--- src/kdb_pkg.sv ---
// Shared types, constants and helpers for the key debounce / soft-key event block.
// No dependencies; every other file imports this package.
`timescale 1ns / 1ps

package kdb_pkg;

  localparam int NUM_HARD_KEYS = 4;
  localparam int NUM_SOFT_KEYS = 6;
  localparam int SEL_W         = 2;
  localparam int SK_W          = 3;
  localparam int EV_W          = 2;
  localparam int CNT_W         = 8;
  localparam int ADDR_W        = 5;
  localparam int DATA_W        = 32;
  localparam int QUEUE_DEPTH   = 2;

  // register indexes
  localparam logic [2:0] REG_ACTIVE_LEVELS  = 3'd0;
  localparam logic [2:0] REG_FILTER_TICKS   = 3'd1;
  localparam logic [2:0] REG_COMBO_MASK     = 3'd2;
  localparam logic [2:0] REG_FIRST_KEY_SEL  = 3'd3;
  localparam logic [2:0] REG_SECOND_KEY_SEL = 3'd4;

  // event codes
  localparam logic [EV_W-1:0] EV_PRESS_DOWN = 2'd0;
  localparam logic [EV_W-1:0] EV_HELD       = 2'd1;
  localparam logic [EV_W-1:0] EV_PRESS_UP   = 2'd2;

  // soft key readings
  localparam logic [1:0] RD_RELEASED    = 2'd0;
  localparam logic [1:0] RD_PRESSED     = 2'd1;
  localparam logic [1:0] RD_INTERRUPTED = 2'd2;

  typedef struct packed {
    logic [NUM_HARD_KEYS-1:0]            active_levels;
    logic [CNT_W-1:0]                    filter_ticks;
    logic [NUM_SOFT_KEYS-1:0]            combo_mask;
    logic [NUM_SOFT_KEYS-1:0][SEL_W-1:0] first_key_sel;
    logic [NUM_SOFT_KEYS-1:0][SEL_W-1:0] second_key_sel;
  } kdb_cfg_t;

  // events raised by one tick: which soft keys fire, and with what code
  typedef struct packed {
    logic [NUM_SOFT_KEYS-1:0]           mask;
    logic [NUM_SOFT_KEYS-1:0][EV_W-1:0] code;
  } kdb_evset_t;

  typedef struct packed {
    logic full;
    logic empty;
  } kdb_qstat_t;

  function automatic logic [NUM_HARD_KEYS-1:0] key_bit(input logic [SEL_W-1:0] sel);
    logic [NUM_HARD_KEYS-1:0] v;
    v = '0;
    if (32'(sel) < NUM_HARD_KEYS) begin
      v[sel] = 1'b1;
    end
    return v;
  endfunction

endpackage

--- src/kdb_if.sv ---
// Handshake channel interfaces for scan ticks and soft-key events.
// Depends on kdb_pkg for field widths.
`timescale 1ns / 1ps

interface kdb_in_if import kdb_pkg::*; ();
  logic                     valid;
  logic                     ready;
  logic [NUM_HARD_KEYS-1:0] raw_levels;

  modport source(output valid, output raw_levels, input ready);
  modport sink(input valid, input raw_levels, output ready);
endinterface

interface kdb_out_if import kdb_pkg::*; ();
  logic            valid;
  logic            ready;
  logic [SK_W-1:0] soft_key;
  logic [EV_W-1:0] event_code;
  logic            last;

  modport source(output valid, output soft_key, output event_code, output last, input ready);
  modport sink(input valid, input soft_key, input event_code, input last, output ready);
endinterface

--- src/kdb_cfg.sv ---
// APB-style configuration registers with their reset values.
// Depends on kdb_pkg.
`timescale 1ns / 1ps

module kdb_cfg import kdb_pkg::*; (
  input  logic              clk,
  input  logic              rst_n,
  input  logic              psel,
  input  logic              penable,
  input  logic              pwrite,
  input  logic [ADDR_W-1:0] paddr,
  input  logic [DATA_W-1:0] pwdata,
  output logic [DATA_W-1:0] prdata,
  output logic              pready,
  output kdb_cfg_t          cfg
);

  kdb_cfg_t   cfg_r;
  logic       wr_en;
  logic [2:0] idx;

  assign pready = 1'b1;
  assign wr_en  = psel && penable && pwrite;
  assign idx    = paddr[4:2];
  assign cfg    = cfg_r;

  always_ff @(posedge clk) begin
    if (!rst_n) begin
      cfg_r.active_levels  <= 4'd8;
      cfg_r.filter_ticks   <= 8'd2;
      cfg_r.combo_mask     <= 6'd48;
      cfg_r.first_key_sel  <= 12'd4068;
      cfg_r.second_key_sel <= 12'd2048;
    end else if (wr_en) begin
      case (idx)
        REG_ACTIVE_LEVELS:  cfg_r.active_levels  <= pwdata[NUM_HARD_KEYS-1:0];
        REG_FILTER_TICKS:   cfg_r.filter_ticks   <= pwdata[CNT_W-1:0];
        REG_COMBO_MASK:     cfg_r.combo_mask     <= pwdata[NUM_SOFT_KEYS-1:0];
        REG_FIRST_KEY_SEL:  cfg_r.first_key_sel  <= pwdata[NUM_SOFT_KEYS*SEL_W-1:0];
        REG_SECOND_KEY_SEL: cfg_r.second_key_sel <= pwdata[NUM_SOFT_KEYS*SEL_W-1:0];
        default: ;
      endcase
    end
  end

  always_comb begin
    prdata = '0;
    case (idx)
      REG_ACTIVE_LEVELS:  prdata = DATA_W'(cfg_r.active_levels);
      REG_FILTER_TICKS:   prdata = DATA_W'(cfg_r.filter_ticks);
      REG_COMBO_MASK:     prdata = DATA_W'(cfg_r.combo_mask);
      REG_FIRST_KEY_SEL:  prdata = DATA_W'(cfg_r.first_key_sel);
      REG_SECOND_KEY_SEL: prdata = DATA_W'(cfg_r.second_key_sel);
      default:            prdata = '0;
    endcase
  end

endmodule

--- src/kdb_front.sv ---
// Front end: debounces the hard keys of each tick and classifies every soft key,
// pushing any non-empty event set into the queue. Depends on kdb_pkg and kdb_if.
`timescale 1ns / 1ps

module kdb_front import kdb_pkg::*; (
  input  logic       clk,
  input  logic       rst_n,
  kdb_in_if.sink     in_ch,
  input  kdb_cfg_t   cfg,
  input  kdb_qstat_t qstat,
  output logic       push,
  output kdb_evset_t push_data
);

  logic [NUM_HARD_KEYS-1:0]            deb_r, deb_nxt;
  logic [NUM_HARD_KEYS-1:0][CNT_W-1:0] cnt_r, cnt_nxt;
  logic [NUM_SOFT_KEYS-1:0]            prs_r, prs_nxt;
  logic                                accept;

  assign in_ch.ready = !qstat.full;
  assign accept      = in_ch.valid && in_ch.ready;

  always_comb begin
    logic [CNT_W-1:0]         inc;
    logic                     pressed;
    logic [NUM_HARD_KEYS-1:0] b1, b2;
    logic [1:0]               rd;
    deb_nxt   = deb_r;
    cnt_nxt   = cnt_r;
    prs_nxt   = prs_r;
    push_data = '0;
    for (int i = 0; i < NUM_HARD_KEYS; i++) begin
      pressed = (in_ch.raw_levels[i] == cfg.active_levels[i]);
      inc     = cnt_r[i] + CNT_W'(1);
      if (pressed != deb_r[i]) begin
        if (inc >= cfg.filter_ticks) begin
          deb_nxt[i] = ~deb_r[i];
          cnt_nxt[i] = '0;
        end else begin
          cnt_nxt[i] = inc;
        end
      end else begin
        cnt_nxt[i] = '0;
      end
    end
    for (int k = 0; k < NUM_SOFT_KEYS; k++) begin
      b1 = key_bit(cfg.first_key_sel[k]);
      b2 = key_bit(cfg.second_key_sel[k]);
      if (!cfg.combo_mask[k]) begin
        if ((deb_nxt & ~b1) != '0) begin
          rd = RD_INTERRUPTED;
        end else begin
          rd = ((deb_nxt & b1) != '0) ? RD_PRESSED : RD_RELEASED;
        end
      end else begin
        if ((deb_nxt & ~(b1 | b2)) != '0 || (deb_nxt & b1) == '0) begin
          rd = RD_INTERRUPTED;
        end else begin
          rd = ((deb_nxt & b2) != '0) ? RD_PRESSED : RD_RELEASED;
        end
      end
      if (!prs_r[k]) begin
        if (rd == RD_PRESSED) begin
          push_data.mask[k] = 1'b1;
          push_data.code[k] = EV_PRESS_DOWN;
          prs_nxt[k]        = 1'b1;
        end
      end else if (rd == RD_PRESSED) begin
        push_data.mask[k] = 1'b1;
        push_data.code[k] = EV_HELD;
      end else begin
        // interrupted keys drop back silently
        if (rd == RD_RELEASED) begin
          push_data.mask[k] = 1'b1;
          push_data.code[k] = EV_PRESS_UP;
        end
        prs_nxt[k] = 1'b0;
      end
    end
  end

  // ticks that raise nothing need no queue slot
  assign push = accept && (push_data.mask != '0);

  always_ff @(posedge clk) begin
    if (!rst_n) begin
      deb_r <= '0;
      cnt_r <= '0;
      prs_r <= '0;
    end else if (accept) begin
      deb_r <= deb_nxt;
      cnt_r <= cnt_nxt;
      prs_r <= prs_nxt;
    end
  end

endmodule

--- src/kdb_queue.sv ---
// Short queue of per-tick event sets between front and back end.
// Depends on kdb_pkg.
`timescale 1ns / 1ps

module kdb_queue import kdb_pkg::*; #(
  parameter int DEPTH = QUEUE_DEPTH
) (
  input  logic       clk,
  input  logic       rst_n,
  input  logic       push,
  input  kdb_evset_t push_data,
  input  logic       pop,
  output kdb_evset_t pop_data,
  output kdb_qstat_t qstat
);

  localparam int PTR_W = (DEPTH > 1) ? $clog2(DEPTH) : 1;
  localparam int CNT_W_Q = $clog2(DEPTH + 1);

  kdb_evset_t         mem [DEPTH];
  logic [PTR_W-1:0]   wr_ptr_r, rd_ptr_r;
  logic [CNT_W_Q-1:0] count_r;

  assign qstat.full  = (count_r == CNT_W_Q'(DEPTH));
  assign qstat.empty = (count_r == '0);
  assign pop_data    = mem[rd_ptr_r];

  always_ff @(posedge clk) begin
    if (push) begin
      mem[wr_ptr_r] <= push_data;
    end
  end

  always_ff @(posedge clk) begin
    if (!rst_n) begin
      wr_ptr_r <= '0;
      rd_ptr_r <= '0;
      count_r  <= '0;
    end else begin
      if (push) begin
        wr_ptr_r <= (wr_ptr_r == PTR_W'(DEPTH - 1)) ? '0 : wr_ptr_r + PTR_W'(1);
      end
      if (pop) begin
        rd_ptr_r <= (rd_ptr_r == PTR_W'(DEPTH - 1)) ? '0 : rd_ptr_r + PTR_W'(1);
      end
      if (push && !pop) begin
        count_r <= count_r + CNT_W_Q'(1);
      end else if (pop && !push) begin
        count_r <= count_r - CNT_W_Q'(1);
      end
    end
  end

endmodule

--- src/kdb_back.sv ---
// Back end: takes queued event sets and streams one event per cycle while out_ch
// is ready, lowest soft key first, via an output register. Uses kdb_pkg and kdb_if.
`timescale 1ns / 1ps

module kdb_back import kdb_pkg::*; (
  input  logic       clk,
  input  logic       rst_n,
  input  kdb_evset_t pop_data,
  input  kdb_qstat_t qstat,
  output logic       pop,
  output logic       busy,
  kdb_out_if.source  out_ch
);

  logic                               busy_r, busy_nxt;
  logic [NUM_SOFT_KEYS-1:0]           mask_r, mask_nxt, rem;
  logic [NUM_SOFT_KEYS-1:0][EV_W-1:0] code_r, code_nxt;
  logic                               ov_r, ov_nxt;
  logic [SK_W-1:0]                    sk_r, sk_nxt, sel;
  logic [EV_W-1:0]                    ec_r, ec_nxt;
  logic                               last_r, last_nxt;
  logic                               adv, emit;

  assign out_ch.valid      = ov_r;
  assign out_ch.soft_key   = sk_r;
  assign out_ch.event_code = ec_r;
  assign out_ch.last       = last_r;
  assign busy              = busy_r;

  always_comb begin
    sel = '0;
    for (int k = NUM_SOFT_KEYS - 1; k >= 0; k--) begin
      if (mask_r[k]) begin
        sel = SK_W'(k);
      end
    end
    rem      = mask_r & ~(NUM_SOFT_KEYS'(1) << sel);
    adv      = !ov_r || out_ch.ready;
    emit     = adv && busy_r;
    pop      = !qstat.empty && (!busy_r || (emit && rem == '0));

    ov_nxt   = ov_r;
    sk_nxt   = sk_r;
    ec_nxt   = ec_r;
    last_nxt = last_r;
    if (emit) begin
      ov_nxt   = 1'b1;
      sk_nxt   = sel;
      ec_nxt   = code_r[sel];
      last_nxt = (rem == '0);
    end else if (adv) begin
      ov_nxt = 1'b0;
    end

    busy_nxt = busy_r;
    mask_nxt = mask_r;
    code_nxt = code_r;
    if (pop) begin
      busy_nxt = 1'b1;
      mask_nxt = pop_data.mask;
      code_nxt = pop_data.code;
    end else if (emit) begin
      mask_nxt = rem;
      busy_nxt = (rem != '0);
    end
  end

  always_ff @(posedge clk) begin
    if (!rst_n) begin
      busy_r <= 1'b0;
      ov_r   <= 1'b0;
    end else begin
      busy_r <= busy_nxt;
      ov_r   <= ov_nxt;
    end
  end

  always_ff @(posedge clk) begin
    mask_r <= mask_nxt;
    code_r <= code_nxt;
    sk_r   <= sk_nxt;
    ec_r   <= ec_nxt;
    last_r <= last_nxt;
  end

endmodule

--- src/key_debounce_event_fsm.sv ---
// Key debounce with single and combo soft keys: top level.
// A tick's events pass the queue, the back end's event-set register and the
// output register. Throughput: a tick is taken every cycle while the event
// queue has room; the back end streams one event per cycle while out_ch is ready.
// Reset (synchronous, active low): keys released, counters zero, soft keys idle.
`timescale 1ns / 1ps

module key_debounce_event_fsm import kdb_pkg::*; #(
  parameter int QDEPTH = QUEUE_DEPTH
) (
  input  logic              clk,
  input  logic              rst_n,
  kdb_in_if.sink            in_ch,
  kdb_out_if.source         out_ch,
  input  logic              psel,
  input  logic              penable,
  input  logic              pwrite,
  input  logic [ADDR_W-1:0] paddr,
  input  logic [DATA_W-1:0] pwdata,
  output logic [DATA_W-1:0] prdata,
  output logic              pready
);

  kdb_cfg_t   cfg;
  kdb_qstat_t qstat;
  kdb_evset_t push_data, pop_data;
  logic       push, pop, back_busy;

  kdb_cfg u_cfg (
    .clk(clk), .rst_n(rst_n), .psel(psel), .penable(penable), .pwrite(pwrite),
    .paddr(paddr), .pwdata(pwdata), .prdata(prdata), .pready(pready), .cfg(cfg)
  );

  kdb_front u_front (
    .clk(clk), .rst_n(rst_n), .in_ch(in_ch), .cfg(cfg), .qstat(qstat),
    .push(push), .push_data(push_data)
  );

  kdb_queue #(.DEPTH(QDEPTH)) u_queue (
    .clk(clk), .rst_n(rst_n), .push(push), .push_data(push_data),
    .pop(pop), .pop_data(pop_data), .qstat(qstat)
  );

  kdb_back u_back (
    .clk(clk), .rst_n(rst_n), .pop_data(pop_data), .qstat(qstat),
    .pop(pop), .busy(back_busy), .out_ch(out_ch)
  );

`ifndef NO_ASSERTIONS
  a_queue_state: assert property (@(posedge clk) disable iff (!rst_n)
    !(qstat.full && qstat.empty))
    else $error("queue reports full and empty at once");

  a_pending: assert property (@(posedge clk) disable iff (!rst_n)
    out_ch.valid && !out_ch.last |-> back_busy)
    else $error("event without last while back end has nothing pending");

  a_next_event: assert property (@(posedge clk) disable iff (!rst_n)
    out_ch.valid && out_ch.ready && !out_ch.last |=> out_ch.valid)
    else $error("tick's events not streamed back to back");

  a_no_pop_empty: assert property (@(posedge clk) disable iff (!rst_n)
    pop |-> !qstat.empty)
    else $error("pop from empty queue");
`endif

endmodule
--- src/flat_wrapper.sv ---
// flat-port wrapper written by rule: the top's interface ports become plain ports
module key_debounce_event_fsm_flat import kdb_pkg::*;
#(
  parameter int QDEPTH = QUEUE_DEPTH
)
  (clk, rst_n, psel, penable, pwrite, paddr, pwdata, prdata, pready, in_ch_valid, in_ch_raw_levels, in_ch_ready, out_ch_valid, out_ch_soft_key, out_ch_event_code, out_ch_last, out_ch_ready);
  kdb_in_if in_ch_i ();
  kdb_out_if out_ch_i ();
  input  logic clk;
  input  logic rst_n;
  input  logic psel;
  input  logic penable;
  input  logic pwrite;
  input  logic [ADDR_W-1:0] paddr;
  input  logic [DATA_W-1:0] pwdata;
  output logic [DATA_W-1:0] prdata;
  output logic pready;
  input wire logic [$bits(in_ch_i.valid)-1:0] in_ch_valid;
  input wire logic [$bits(in_ch_i.raw_levels)-1:0] in_ch_raw_levels;
  output wire logic [$bits(in_ch_i.ready)-1:0] in_ch_ready;
  output wire logic [$bits(out_ch_i.valid)-1:0] out_ch_valid;
  output wire logic [$bits(out_ch_i.soft_key)-1:0] out_ch_soft_key;
  output wire logic [$bits(out_ch_i.event_code)-1:0] out_ch_event_code;
  output wire logic [$bits(out_ch_i.last)-1:0] out_ch_last;
  input wire logic [$bits(out_ch_i.ready)-1:0] out_ch_ready;
  assign in_ch_i.valid = in_ch_valid;
  assign in_ch_i.raw_levels = in_ch_raw_levels;
  assign in_ch_ready = in_ch_i.ready;
  assign out_ch_valid = out_ch_i.valid;
  assign out_ch_soft_key = out_ch_i.soft_key;
  assign out_ch_event_code = out_ch_i.event_code;
  assign out_ch_last = out_ch_i.last;
  assign out_ch_i.ready = out_ch_ready;
  key_debounce_event_fsm #(.QDEPTH(QDEPTH)) u_core (.clk(clk), .rst_n(rst_n), .in_ch(in_ch_i), .out_ch(out_ch_i), .psel(psel), .penable(penable), .pwrite(pwrite), .paddr(paddr), .pwdata(pwdata), .prdata(prdata), .pready(pready));
endmodule
--- config.mk ---
export PLATFORM = sky130hd
export DESIGN_NAME = key_debounce_event_fsm_flat
export DESIGN_NICKNAME = d
export VERILOG_FILES = /design/src/kdb_pkg.sv /design/src/kdb_if.sv /design/src/kdb_cfg.sv /design/src/kdb_front.sv /design/src/kdb_queue.sv /design/src/kdb_back.sv /design/src/key_debounce_event_fsm.sv /design/src/flat_wrapper.sv
export SDC_FILE = /design/constraint.sdc
export NUM_CORES = 1
export LEC_CHECK = 0
export ABC_AREA = 1
export BUFFER_PORTS_ARGS = -buffer_cell sky130_fd_sc_hd__clkbuf_2
export CAP_MARGIN = 5
export CORE_AREA = 8 8 143 145
export CTS_CLUSTER_DIAMETER = 200
export DETAILED_ROUTE_END_ITERATION = 10
export DIE_AREA = 0 0 151 153
export PLACE_DENSITY = 0.8
export SYNTH_ARGS = -nofsm -noshare
export SYNTH_HDL_FRONTEND = slang
export SYNTH_SLANG_ARGS = --single-unit
--- constraint.sdc ---
create_clock -name clk -period 10.3 [get_ports clk]
set_clock_uncertainty 0.15 [all_clocks]
set_input_delay 2.06 -clock clk [delete_from_list [all_inputs] [get_ports clk]]
set_output_delay 2.06 -clock clk [all_outputs]
set_load 0.02 [all_outputs]
==> reports/summary.txt <==
iteration-0 DRC count of the detailed router = 786
CTS tree = done
worst-margin pin slew = 1.08 ns
critical path class = in2out
largest net degree at the start of global routing = 52
post-synth design cell area = 0.00893 mm^2
nets = 1270
die area = 0.0231 mm^2
H-tree lvl count = 4
Slew Viols, Final = 0
crit path max-delay cell type = nor3_1
Hold Path Class = reg2reg
# Post-CTS Setup Buffers = 0
#FFs+latches synth = 151
Final setup viols = 0
DR vias/cell = 5.37
Port Buf Inserts = 45
DIE HEIGHT = 153 um
first-pass GRT wire length = 33900 um
share of cells above drive strength 1 = 0.120
total CTS buffers = 17
final antenna-violating net count = 0
Pleak = 4.46 nW
post-DP HPWL = 14900 um
Root Buffer = clkbuf_16
top post-synthesis cells by area = dfxtp_1 (20%), edfxtp_1 (20%), nand2_1 (9.9%)
Initial DRT Pass Iterations = 5
Critical Path Start Type = input port
core area = 0.0183 mm^2
VDD IR max = 0.126 mV
Synth area leader = dfxtp_1
reg2reg start = u_core.u_front.cnt_r[24]
post-CTS resize count = 0
Sink Count = 151
Placement Cell Area = 0.00922 mm^2
WP data arrival = 3.99 ns
post-synth top area share = 0.204
Hold Crit Start = u_core.u_queue.rd_ptr_r
Routed WL per cell = 14.4 um
worst hold path depth = 1
Area Growth Syn to Fin = 9.67%
Yosys Warn Count = 0
GRT overflow = 0
Synth cell types = 49
vias in the first global route = 7094
EDFF count, synth = 60
FFs w/ async S/R, synth = 0
r2r worst-path depth = 19
RSZ-0062 raised after global routing = false
max-cap viol count = 0
Critical Path RT = 8.09 ns
Max-Slew Margin vs Limit = 0.278
final hold vios = 0
Ports = 89
crit share post-route = 0.602
post-route cell area = 0.00979 mm^2
clk slew on worst S/H paths = 0.06 ns
CP most frequent cell = clkbuf_2
CP max stage delay = 0.63 ns
status = finished, final reports clean
global placement routability congestion = 0.933
die width = 151 um
# rows = 50
reg-to-reg endpoint = u_core.u_queue.mem[1][5]
Worst path top cell family by delay = buffers and inverters
antenna violations before repair = 0
vias = 7686
Setup crit end kind = output pin
highest clock rate = 161 MHz
Syn Area/Cell = 7.78 um^2
Residual DRC = 0
CTS Buffer Depth = 2
cts hold-fix bufs = 0
Crit Path Max Fanout = 8
min Tclk post-route = 6.20 ns
Synth Flop Type = dfxtp_1
worst reg-to-reg setup slack = 5.81 ns
Post-Synthesis Cells = 1148
final wirelength = 20600 um
Skew-Pair Late Insertion Delay = 0.43 ns
crit path cell chain = clkbuf_2 -> nor3_1 -> clkinv_1 -> o22ai_1 -> a221oi_1 -> o21ai_0 -> clkbuf_2
setup_tns = 0 ns
GRT Overall Usage = 0.180
worst path bufs/invs = 3
share of synthesized area occupied by flip-flops and latches = 0.406
P per Cell Area = 220 mW/mm^2
n_diodes = 0
Initial Utilization = 0.489
==> worst register-to-register path, cell delays in order, from the launching register on <==
cell and delay, ns:
dfxtp_1 0.40, nand3_1 0.13, nand3b_1 0.22, nand3b_1 0.20, xnor2_1 0.20, ha_1 0.27, a21o_1 0.21, nor2_4 0.15
nand3_2 0.32, nand2_2 0.32, o21ai_0 0.10, nor2_1 0.25, nand3_2 0.11, nand2_1 0.11, nand2_1 0.06, nand2_1 0.12
nor2_1 0.07, nand3_2 0.10, nand3_2 0.08, inv_1 0.55
==> per-stage QoR <==
stage	hold WS (ns)	power (W)	utilization	worst slack (ns)	cells
after floorplan	0.276	0.00140	-	4.82	1167
after detailed placement	0.298	0.00155	0.505	4.23	1400
final	0.315	0.00216	0.536	4.10	1432
after global placement	0.284	0.00152	0.505	4.26	1400
after CTS	0.315	0.00216	0.536	4.23	1432
after global routing	0.338	0.00228	0.536	3.97	1432
==> synth_stat cells (4+ instances only) <==
cell / count
o21ai_2: 5
dfxtp_1: 91
o21ai_0: 77
mux2_2: 12
a221oi_1: 4
nor2_1: 97
nand4_1: 19
nor2_2: 10
o21ai_1: 12
xnor2_1: 11
buf_4: 25
clkbuf_1: 18
nand2_4: 5
nand3_1: 59
inv_1: 162
ha_1: 37
o22ai_1: 9
nand2_2: 12
xor2_1: 18
nand2_1: 236
nand3b_1: 16
nand3_2: 6
edfxtp_1: 60
o211ai_1: 18
a21oi_1: 85
buf_6: 4
nor3_1: 4
==> logic make-up after synthesis <==
family          count (synthesis)  synth area share
compound gates                228             0.147
xor+xnor                       29            0.0284
fa+ha+maj                      37            0.0518
buf+inv                       216             0.107
flops                         151             0.406
mux                            13            0.0163
other cells                     2          0.000841
simple gates                  472             0.243
==> flip-flops by register name, indices dropped and copies added (netlist names), named ones only <==
register,cells
u_core.u_back.busy,1
u_core.u_back.code_r,12
u_core.u_back.mask_r,6
u_core.u_back.out_ch.event_code,2
u_core.u_back.out_ch.last,1
u_core.u_back.out_ch.soft_key,3
u_core.u_back.out_ch.valid,1
u_core.u_cfg.cfg,42
u_core.u_front.cnt_r,32
u_core.u_front.deb_r,4
u_core.u_front.prs_r,6
u_core.u_queue.count_r,2
u_core.u_queue.mem,36
u_core.u_queue.rd_ptr_r,1
u_core.u_queue.wr_ptr_r,1
==> routing by layer <==
layer,global-route usage,vias up,routed length [um]
met4,0.0731,0,487
li1,-,3847,-
met5,0,-,0
met1,0.227,3514,9280
met3,0.0319,41,1340
met2,0.295,284,9540
==> power by group <==
group	total, W	leakage [nW]	internal, W	switching, W
registers	0.000848	1.31	0.000788	0.0000602
clock network	0.000614	0.281	0.000347	0.000267
logic	0.000694	2.87	0.000220	0.000475
==> area by class of cell <==
cell class | count | area [um^2]
sequential | 151 | 3620
tap | 234 | 293
multi-input combinational | 800 | 4420
clock buffer | 19 | 443
inverter | 166 | 626
fill | 1669 | 8470
timing repair buffer | 49 | 255
clock inverter | 13 | 134
==> cells in the final DEF (no fill, tap or decap), types with 11 or more instances in the layout <==
cell	instances
o21ai_0	77
dfxtp_1	91
xor2_1	18
xnor2_1	11
nand4_1	19
conb_1	21
inv_1	162
nand3_1	59
nand2_1	236
o211ai_1	18
mux2_2	12
ha_1	37
o21ai_1	12
nand2_2	12
edfxtp_1	60
a21oi_1	85
nand3b_1	16
nor2_1	97
clkbuf_16	17
clkbuf_2	45
==> how the worst max path moves through the flow <==
stage                     slack (ns)   endpoint  cells after the start  startpoint
after global routing            3.97  prdata[0]                      8    paddr[3]
after global placement          4.26  prdata[3]                      7    paddr[4]
after CTS                       4.23  prdata[3]                      7    paddr[4]
after detailed placement        4.23  prdata[3]                      7    paddr[4]
after floorplan                 4.82  prdata[0]                      6    paddr[3]
final                           4.10  prdata[3]                      7    paddr[4]
Power figures use the tool's default switching activity.
